## src/rtl/cdor_pkg.sv

```systemverilog
`timescale 1ns / 1ps
`default_nettype none

package cdor_pkg;

	localparam logic ACT_START = 1'b0;
	localparam logic ACT_STEP  = 1'b1;

	localparam int NUM_OCT = 8;

	// octant enable bits in emission order
	localparam logic [7:0] OCT_ORDER [NUM_OCT] = '{
		8'h04, 8'h02, 8'h20, 8'h40, 8'h08, 8'h01, 8'h10, 8'h80
	};

	localparam int QUEUE_DEPTH = 4;
	localparam int QPTR_W      = 2;
	localparam logic [QPTR_W:0] QUEUE_FULL = (QPTR_W + 1)'(QUEUE_DEPTH);

	typedef struct packed {
		logic signed [14:0] cx;
		logic signed [14:0] cy;
		logic [13:0]        x;
		logic [14:0]        y;
		logic [NUM_OCT-1:0] ord;
		logic               mode;
		logic               done;
	} job_t;

endpackage

`default_nettype wire

```

## src/rtl/cdor_front.sv

```systemverilog
`timescale 1ns / 1ps
`default_nettype none

module cdor_front
	import cdor_pkg::*;
(
	input  wire logic        clk,
	input  wire logic        arst_n,
	input  wire logic        s_tvalid,
	output logic             s_tready,
	input  wire logic [55:0] s_tdata,
	input  wire logic        s_tuser,
	input  wire logic        queue_full,
	output logic             push,
	output job_t             push_job
);

	logic signed [14:0] cx_q;
	logic signed [14:0] cy_q;
	logic signed [16:0] err_q;
	logic [13:0]        x_q;
	logic [14:0]        y_q;
	logic [7:0]         mask_q;
	logic               mode_q;
	logic               active_q;

	logic               accept;
	logic               running;
	logic signed [18:0] err_a;
	logic signed [18:0] err_b;
	logic               step_x;
	logic signed [16:0] err_n;
	logic [14:0]        y_n;
	logic [13:0]        x_n;
	logic               done_n;
	logic [NUM_OCT-1:0] ord;

	assign s_tready = !queue_full;
	assign accept   = s_tvalid && s_tready;
	assign push     = accept && (s_tuser == ACT_STEP);
	assign running  = active_q && (y_q <= {1'b0, x_q});

	always_comb begin
		err_a  = 19'(err_q) + 19'(signed'({3'b000, y_q, 1'b1}));
		step_x = err_a > 19'sd0;
		err_b  = err_a - 19'(signed'({4'b0000, x_q, 1'b0})) + 19'sd2;
		err_n  = step_x ? 17'(err_b) : 17'(err_a);
		y_n    = y_q + 15'd1;
		x_n    = step_x ? x_q - 14'd1 : x_q;
		// x stepping below zero only happens for a zero radius
		done_n = (y_n > {1'b0, x_n}) || (step_x && (x_q == '0));
	end

	always_comb begin
		for (int i = 0; i < NUM_OCT; i++) begin
			ord[i] = |(mask_q & OCT_ORDER[i]);
		end
	end

	always_comb begin
		push_job.cx   = cx_q;
		push_job.cy   = cy_q;
		push_job.x    = x_q;
		push_job.y    = y_q;
		push_job.mode = mode_q;
		push_job.ord  = running ? ord : '0;
		push_job.done = running ? done_n : 1'b1;
	end

	always_ff @(posedge clk or negedge arst_n) begin
		if (!arst_n) begin
			cx_q     <= '0;
			cy_q     <= '0;
			err_q    <= '0;
			x_q      <= '0;
			y_q      <= '0;
			mask_q   <= '0;
			mode_q   <= 1'b0;
			active_q <= 1'b0;
		end else if (accept) begin
			if (s_tuser == ACT_START) begin
				cx_q     <= s_tdata[14:0];
				cy_q     <= s_tdata[29:15];
				x_q      <= s_tdata[43:30];
				y_q      <= '0;
				err_q    <= -17'(signed'({1'b0, s_tdata[43:30]}));
				mask_q   <= s_tdata[51:44];
				mode_q   <= s_tdata[52];
				active_q <= 1'b1;
			end else if (running) begin
				err_q    <= err_n;
				y_q      <= y_n;
				x_q      <= x_n;
				active_q <= !done_n;
			end else begin
				active_q <= 1'b0;
			end
		end
	end

endmodule

`default_nettype wire

```

## src/rtl/cdor_fifo.sv

```systemverilog
`timescale 1ns / 1ps
`default_nettype none

module cdor_fifo
	import cdor_pkg::*;
(
	input  wire logic clk,
	input  wire logic arst_n,
	input  wire logic push,
	input  job_t      push_job,
	input  wire logic pop,
	output logic      full,
	output logic      avail,
	output job_t      head
);

	job_t              slot_q [QUEUE_DEPTH];
	logic [QPTR_W-1:0] wr_q;
	logic [QPTR_W-1:0] rd_q;
	logic [QPTR_W:0]   cnt_q;

	assign full  = cnt_q == QUEUE_FULL;
	assign avail = cnt_q != '0;
	assign head  = slot_q[rd_q];

	always_ff @(posedge clk) begin
		if (push) begin
			slot_q[wr_q] <= push_job;
		end
	end

	always_ff @(posedge clk or negedge arst_n) begin
		if (!arst_n) begin
			wr_q  <= '0;
			rd_q  <= '0;
			cnt_q <= '0;
		end else begin
			if (push) begin
				wr_q <= wr_q + 1'b1;
			end
			if (pop) begin
				rd_q <= rd_q + 1'b1;
			end
			case ({push, pop})
				2'b10:   cnt_q <= cnt_q + 1'b1;
				2'b01:   cnt_q <= cnt_q - 1'b1;
				default: cnt_q <= cnt_q;
			endcase
		end
	end

endmodule

`default_nettype wire

```

## src/rtl/cdor_back.sv

```systemverilog
`timescale 1ns / 1ps
`default_nettype none

module cdor_back
	import cdor_pkg::*;
#(
	parameter int COORD_BITS = 16
) (
	input  wire logic        clk,
	input  wire logic        arst_n,
	input  wire logic        q_avail,
	input  job_t             q_head,
	output logic             q_pop,
	output logic             m_tvalid,
	input  wire logic        m_tready,
	output logic [63:0]      m_tdata,
	output logic [1:0]       m_tuser,
	output logic             m_tlast
);

	localparam int CB = COORD_BITS;
	localparam int EW = (COORD_BITS > 16) ? COORD_BITS : 16;

	job_t               job_q;
	logic               busy_q;
	logic [NUM_OCT-1:0] rem_q;

	logic               issue;
	logic               last;
	logic               drawn;
	logic [2:0]         idx;
	logic [NUM_OCT-1:0] rem_n;

	logic [CB-1:0] cxw, cyw, xw, yw;
	logic [CB-1:0] px, mx, py, my, qy, ny, qx, nx;
	logic signed [CB-1:0] sx, sy, ex, ey;

	assign issue = busy_q && (!m_tvalid || m_tready);
	assign q_pop = q_avail && (!busy_q || (issue && last));
	assign drawn = rem_q != '0;

	always_comb begin
		idx = '0;
		for (int i = NUM_OCT - 1; i >= 0; i--) begin
			if (rem_q[i]) begin
				idx = 3'(i);
			end
		end
		rem_n = rem_q & ~(NUM_OCT'(1) << idx);
		last  = rem_n == '0;
	end

	always_comb begin
		cxw = CB'(job_q.cx);
		cyw = CB'(job_q.cy);
		xw  = CB'(job_q.x);
		yw  = CB'(job_q.y);
		px  = cxw + xw;
		mx  = cxw - xw;
		py  = cxw + yw;
		my  = cxw - yw;
		qy  = cyw + yw;
		ny  = cyw - yw;
		qx  = cyw + xw;
		nx  = cyw - xw;
		if (!job_q.mode) begin
			case (idx)
				3'd0:    begin sx = px; sy = qy; end
				3'd1:    begin sx = px; sy = ny; end
				3'd2:    begin sx = mx; sy = qy; end
				3'd3:    begin sx = mx; sy = ny; end
				3'd4:    begin sx = py; sy = qx; end
				3'd5:    begin sx = py; sy = nx; end
				3'd6:    begin sx = my; sy = qx; end
				default: begin sx = my; sy = nx; end
			endcase
			ex = sx;
			ey = sy;
		end else begin
			case (idx)
				3'd0: begin
					sx = px;          sy = qy + CB'(1);
					ex = py + CB'(1); ey = sy;
				end
				3'd1: begin
					sx = px;          sy = ny;
					ex = py + CB'(1); ey = sy;
				end
				3'd2: begin
					sx = mx - CB'(1); sy = qy + CB'(1);
					ex = my - CB'(2); ey = sy;
				end
				3'd3: begin
					sx = mx - CB'(1); sy = ny;
					ex = my - CB'(2); ey = sy;
				end
				3'd4: begin
					sx = py;          sy = qx + CB'(1);
					ex = sx;          ey = qy + CB'(1);
				end
				3'd5: begin
					sx = py;          sy = nx;
					ex = sx;          ey = ny;
				end
				3'd6: begin
					sx = my - CB'(1); sy = qx + CB'(1);
					ex = sx;          ey = qy + CB'(1);
				end
				default: begin
					sx = my - CB'(1); sy = nx;
					ex = sx;          ey = ny;
				end
			endcase
		end
	end

	always_ff @(posedge clk or negedge arst_n) begin
		if (!arst_n) begin
			busy_q <= 1'b0;
			rem_q  <= '0;
		end else if (q_pop) begin
			busy_q <= 1'b1;
			rem_q  <= q_head.ord;
		end else if (issue) begin
			busy_q <= !last;
			rem_q  <= rem_n;
		end
	end

	always_ff @(posedge clk) begin
		if (q_pop) begin
			job_q <= q_head;
		end
	end

	always_ff @(posedge clk or negedge arst_n) begin
		if (!arst_n) begin
			m_tvalid <= 1'b0;
		end else if (issue) begin
			m_tvalid <= 1'b1;
		end else if (m_tready) begin
			m_tvalid <= 1'b0;
		end
	end

	always_ff @(posedge clk) begin
		if (issue) begin
			m_tlast <= last;
			m_tuser <= {job_q.done, drawn};
			if (drawn) begin
				m_tdata <= {16'(EW'(ey)), 16'(EW'(ex)), 16'(EW'(sy)), 16'(EW'(sx))};
			end else begin
				m_tdata <= '0;
			end
		end
	end

endmodule

`default_nettype wire

```

## src/rtl/circle_disc_octant_rasterizer.sv

```systemverilog
`timescale 1ns / 1ps
`default_nettype none

// midpoint circle rasterizer. a start transfer (tuser 0) loads centre, radius,
// octant mask and fill mode and yields nothing; each step transfer (tuser 1)
// yields one result per enabled octant, or a single non-drawing result when
// the mask is empty or the shape is finished. the front end takes one
// transfer per cycle while its four-entry job queue has room; the back end
// emits one result per cycle through its output register while the output is
// not stalled, so a step yields max(1, enabled octants) results, eight with a full mask. coordinates wrap
// at COORD_BITS and are sign-extended or truncated to 16 bits.
module circle_disc_octant_rasterizer
	import cdor_pkg::*;
#(
	parameter int COORD_BITS = 16
) (
	input  wire logic        clk,
	input  wire logic        arst_n,
	input  wire logic        s_tvalid,
	output logic             s_tready,
	input  wire logic [55:0] s_tdata,  // center_x, center_y, radius, octant_mask, fill_mode
	input  wire logic        s_tuser,  // action
	output logic             m_tvalid,
	input  wire logic        m_tready,
	output logic [63:0]      m_tdata,  // start_x, start_y, end_x, end_y
	output logic [1:0]       m_tuser,  // drawn, shape_done
	output logic             m_tlast   // last_of_step
);

	logic q_push;
	logic q_pop;
	logic q_full;
	logic q_avail;
	job_t push_job;
	job_t head;

	cdor_front u_front (
		.clk        (clk),
		.arst_n     (arst_n),
		.s_tvalid   (s_tvalid),
		.s_tready   (s_tready),
		.s_tdata    (s_tdata),
		.s_tuser    (s_tuser),
		.queue_full (q_full),
		.push       (q_push),
		.push_job   (push_job)
	);

	cdor_fifo u_fifo (
		.clk      (clk),
		.arst_n   (arst_n),
		.push     (q_push),
		.push_job (push_job),
		.pop      (q_pop),
		.full     (q_full),
		.avail    (q_avail),
		.head     (head)
	);

	cdor_back #(
		.COORD_BITS (COORD_BITS)
	) u_back (
		.clk      (clk),
		.arst_n   (arst_n),
		.q_avail  (q_avail),
		.q_head   (head),
		.q_pop    (q_pop),
		.m_tvalid (m_tvalid),
		.m_tready (m_tready),
		.m_tdata  (m_tdata),
		.m_tuser  (m_tuser),
		.m_tlast  (m_tlast)
	);

endmodule

`default_nettype wire

```

## config.mk

```make
export PLATFORM = sky130hd
export DESIGN_NAME = circle_disc_octant_rasterizer
export DESIGN_NICKNAME = d
export VERILOG_FILES = /design/src/rtl/cdor_pkg.sv /design/src/rtl/cdor_front.sv /design/src/rtl/cdor_fifo.sv /design/src/rtl/cdor_back.sv /design/src/rtl/circle_disc_octant_rasterizer.sv
export SDC_FILE = /design/constraint.sdc
export NUM_CORES = 1
export LEC_CHECK = 0
export BUFFER_PORTS_ARGS = -buffer_cell sky130_fd_sc_hd__buf_2
export CAP_MARGIN = 20
export CORE_ASPECT_RATIO = 1.75
export CORE_MARGIN = 2
export CORE_UTILIZATION = 53
export DETAILED_ROUTE_END_ITERATION = 8
export PLACE_DENSITY_LB_ADDON = 0.2
export SYNTH_ARGS = -nofsm -noshare
export SYNTH_HDL_FRONTEND = slang
export SYNTH_SLANG_ARGS = --single-unit
```

## constraint.sdc

```tcl
create_clock -name clk -period 4.65 [get_ports clk]
set_input_delay 0.93 -clock clk [delete_from_list [all_inputs] [get_ports clk]]
set_output_delay 0.93 -clock clk [all_outputs]
set_load 0.1 [all_outputs]
```

=== Yosys cells after proc, flatten, opt, wreduce, memory -nomap -nowiden ===
Memory sizes are Yosys's and may differ from the RTL's.
Index checks and enable logic that the tools add are counted.
W data, S select, Z words.

* Memories: 1
* Bits of input ports: 61
* Register bits after elaboration: 231
* Output and inout bits: 69
* Memory bits (writable): 276

{| class="wikitable"
|+ Memories
! name !! depth !! width !! read ports !! clocked after Yosys merged registers in !! wr ports !! line !! RTL
|-
| u_fifo.slot_q || 4 || 69 || 1 || 0 || 1 || cdor_fifo.sv:17 || <nowiki>job_t slot_q [QUEUE_DEPTH];</nowiki>
|}

* Add/sub/neg operators: 24
* Order comparisons: 3
* Shifts and indexed selects: 1
* Equality and inequality tests: 10
* Reductions and logical operators: 32
* Bitwise logic cells: 3
* Muxes and demuxes: 39

{| class="wikitable"
|+ Operator list
! operator !! number
|-
| $pmux W16 S3 || 5
|-
| $mux W16 || 5
|-
| $mux W17 || 3
|-
| $add A16 B1 Y16 const B || 3
|-
| $mux W14 || 3
|-
| $add A15 B15 Y16 || 2
|-
| $add A16 B15 Y16 || 2
|-
| $sub A15 B15 Y16 || 2
|-
| $sub A16 B1 Y16 const B || 2
|-
| $sub A16 B15 Y16 || 2
|-
| $mux W15 || 2
|-
| $mux W3 || 8
|-
| $mux W8 || 3
|-
| $add A17 B17 Y18 || 1
|-
| $gt A18 B1 Y1 const B || 1
|-
| $add A17 B3 Y17 const B || 1
|-
| $neg A14 Y17 || 1
|-
| $sub A17 B16 Y17 || 1
|-
| $sub A16 B2 Y16 const B || 1
|-
| $add A15 B1 Y15 const B || 1
|-
| $gt A15 B14 Y1 || 1
|-
| $le A15 B14 Y1 || 1
|-
| $logic_not A14 Y1 || 1
|-
| $sub A14 B1 Y14 const B || 1
|-
| other kinds (26) || 59
|}

=== Longest topological paths before layout ===
* Word-level depth: 17
* Gate-level depth with buffers: 25
* Gate-level depth less buffers: 22

=== By module ===
Synthesis repeated with hierarchy kept, for this count alone.

* Cell total of the unflattened synthesis: 2918
* Area total of the unflattened synthesis: 31664.1 um^2

{| class="wikitable"
|+ By module, submodules not included
! module !! area an instance (um^2) !! instances !! cells an instance
|-
| cdor_back || 14063.5 || 1 || 1645
|-
| cdor_fifo || 10432.5 || 1 || 397
|-
| cdor_front || 7168.1 || 1 || 876
|}

=== Worst setup path after synthesis ===
No wires, ideal clock.

* Path kind: register to register
* From: register u_front.y_q[0]
* To: memory u_fifo.slot_q[0][0] (netlist name) (data pin)
* Data arrival time: 4532 ps
* Setup time: 284 ps
* Path slack: -166 ps
* Clock period less this slack: 4816 ps
* Buffers on the path: 2
* Data required time: 4366 ps
* Stages on the path, launching flop included: 24
* Cell sequence: dfrtp_1 -> fa_1 -> a21o_1 -> a21oi_1 -> xnor2_1 -> or3b_1 -> nor4_1 -> and4bb_1 -> and4_4 -> or2_1 -> buf_4 -> buf_4 -> nor2_1 -> a21oi_1 -> ha_1 -> nor2b_1 -> o21a_1 -> o21a_1 -> o21a_1 -> o21a_1 -> o21ai_0 -> nand4b_1 -> a211oi_1 -> o31ai_1

{| class="wikitable"
|+ RTL lines
! what !! line !! RTL
|-
| start, declared || cdor_front.sv:22 || <nowiki>logic [14:0] y_q;</nowiki>
|-
| start signal, assigned || cdor_front.sv:92 || <nowiki>y_q <= y_n;</nowiki>
|-
| end, declared || cdor_fifo.sv:17 ||
|}

==> run metrics <==
status complete, but fails checks; failing checks negative setup slack; Setup Skew 0.0244 ns; GPL Wtd Cong 1.03; cts hold-fix bufs 0; Finished Layout Cells 4003; DRC 0; RSZ-0062 raised after global routing true; CP top delay family compound AO/OA/AOI/OAI gates; post-route ant nets 0; number of CTS-inserted buffers 46; worst slew pin tran 1.12 ns; initial antenna violation count 1; I/O pins 130; worst-path fanout max 5; Final Hold Fails 0; Buffers & Inverters on Critical Path 1; number of max-cap violations 0; chip width 189 microns; vias in the first global route 25800; CTS Sinks 507; cells after synthesis 2960; wire per inst 26.6 microns; Skew-Pair Late Insertion Delay 0.62 ns; total grt overflow 0; die area 61900 sq um; Inserted Diodes 0; crit-path max cell delay 0.43 ns; GRT Overall Usage 34.3%; number of synthesized flops with an enable pin 404; most common cell after layout, fill and taps aside edfxtp_1; share of layout cells above drive strength 1 18.4%; count of cell types in the netlist 112; crit end category flip-flop; TritonCTS clock tree done; Rel. slew slack 24.6%; fin crit period 4.87 ns; dpl hpwl 81600 microns; # H-tree levels 2; initial core utilization 53.6%; CTS max path bufs 3; core area 59200 sq um; final core occ 61.4%; Layout Nets 3460; WP data required 4.99 ns; initial DRC count 1904; Hold Path Class in -> async; via/cell ratio 6.32; Area growth syn-to-layout 14.5%; CP Cell Sequence fa_2 > a21o_1 > buf_6 > a221oi_4 > a21oi_2 > xor2_1 > a211oi_2 > and4bb_1 > and4_4 > or2_4 > nor2_2 > a21oi_2 > ha_1 > nor2b_1 > o21a_1 > o21a_1 > o21a_1 > o21a_1 > o21ai_2 > nand4b_1 > a211oi_2 > o31ai_4; Synth Cell Area 31700 sq um; maximum clock frequency 205 MHz; # rows 118; yosys warns 0; drt pass-1 iters 5; vias post-DR 25300; drt total wl 106000 microns; syn_nets 3235; crit path kind reg -> reg; Final period util 105%; dpl cells 3905; global-route wire length before repair 157000 microns; Worst path slowest cell dfrtp_2; Reg2Reg Setup Slack -0.22 ns; Setup violations, final 5; port bufs 126; Worst R2R Path Depth 22; Main synth FF type edfxtp_1; Die H 328 microns; Synth Register Bits 507; final slew viol count 0; largest net degree at the start of global routing 70; commonest non-fill, non-tap cells in the layout 404 x edfxtp_1, 273 x nand2_1, 207 x nor2_1, 199 x ha_1, 196 x a21oi_1; Reg clk slew, reported paths 0.07 ns; crit path DAT 5.21 ns; Seq/Total Area, Yosys 46.3%; final setup margin -0.218 ns; WP depth 22; mean post-synth cell area 10.7 sq um; CTS root buffer clkbuf_16; Most common cell on crit path o21a_1; Synth async-reset ratio 20.3%; crit start category flip-flop
==> cell usage after synthesis, types with 21 or more instances <==
master	count	area, sq um
o21a_1	32	240
and3_1	33	206
edfxtp_1	404	12100
ha_1	203	2540
nand4_1	21	131
mux4_2	69	1550
dfrtp_1	103	2580
o22ai_1	25	156
nand2_1	274	1030
nor4_1	27	169
inv_1	133	499
a21oi_1	204	1020
a31oi_1	45	282
nand3_1	66	330
xor2_1	59	517
nor2_1	210	788
nor2b_1	31	194
o21ai_0	147	736
a21o_1	28	210
nand2b_1	31	194
xnor2_1	151	1320
a211oi_1	29	218
clkbuf_1	110	413
nor3_1	78	390
or3_1	26	163
==> metrics by stage <==
| step | hold slack [ns] | TNS [ns] | setup WS, ns | instance area (sq um) |
|---|---|---|---|---|
| final | 0.350 | -1.05 | -0.218 | 36300 |
| after global routing | 0.378 | -2.05 | -0.406 | 36300 |
| after CTS | 0.357 | -1.25 | -0.256 | 36100 |
| after detailed placement | 0.458 | -2.91 | -0.512 | 34200 |
| after global placement | 0.453 | -2.25 | -0.409 | 34200 |
| after floorplan | 0.400 | 0 | 0.00203 | 31800 |
==> per-layer routing <==
layer,GRT usage [%],routed length (microns)
met1,34.8,35500
met5,0,10
met2,63.0,55800
met4,28.6,10500
met3,3.06,4620
==> path summary, 6_finish.rpt <==
check / start / end
max in group asynchronous: arst_n / u_front.mask_q[1]
worst min register to register: u_front.mask_q[2] / u_front.mask_q[2]
worst max register to register: u_front.y_q[0] / u_fifo.slot_q[1][0]
worst min-delay path: arst_n / u_back.busy_q
worst max-delay path: u_front.y_q[0] / u_fifo.slot_q[1][0]
min in group clk: u_front.mask_q[2] / u_front.mask_q[2]
==> cell type report <==
| cell class | instances | area (sq um) |
|---|---|---|
| Fill cell | 4858 | 22900 |
| Timing Repair Buffer | 318 | 2160 |
| Tap cell | 780 | 976 |
| Multi-Input combinational cell | 2175 | 16200 |
| Inverter | 137 | 518 |
| Sequential cell | 507 | 14700 |
| Clock buffer | 55 | 1240 |
| Clock inverter | 31 | 462 |
==> kinds of logic after synthesis <==
family | synth area share [%]
compound gates | 16.0
simple gates | 14.0
xor+xnor | 5.95
fa+ha+maj | 8.70
flops | 46.3
mux | 5.57
buf+inv | 3.46
==> worst register-to-register path: cells and delay by family (launching register included) <==
family                     cells  cell delay [ns]
DFF                            1             0.43
AOI/OAI and AO/OA             12             1.96
xor gates and xnor gates       1             0.26
and+or+nand+nor                6             1.09
buffers and inverters          1             0.15
adders and majority gates      2             0.69
==> flip-flops by register name, indices dropped and copies added (netlist names) <==
name              flops
u_back.m_tdata       64
u_back.job_q         31
u_front.cx_q         15
u_back.cyw           15
u_back.m_tvalid       1
u_fifo.wr_q           2
u_back.rem_q          8
u_fifo.cnt_q          3
u_front.mode_q        1
u_back.cxw           15
u_back.m_tuser        2
u_front.x_q          14
u_front.cy_q         15
u_front.mask_q        8
u_front.err_q        17
u_front.y_q          15
u_back.m_tlast        1
u_front.active_q      1
u_fifo.slot_q       276
u_back.busy_q         1
u_fifo.rd_q           2
==> timing repair <==
item,4_1_cts,5_1_grt
gates resized for setup,25,26
pin swaps,15,11
endpoints found under the setup margin,8,8
buffers inserted,6,6
Power is not shown: default switching activity piles up to over one toggle a cycle in this logic, so the estimate is an artifact.
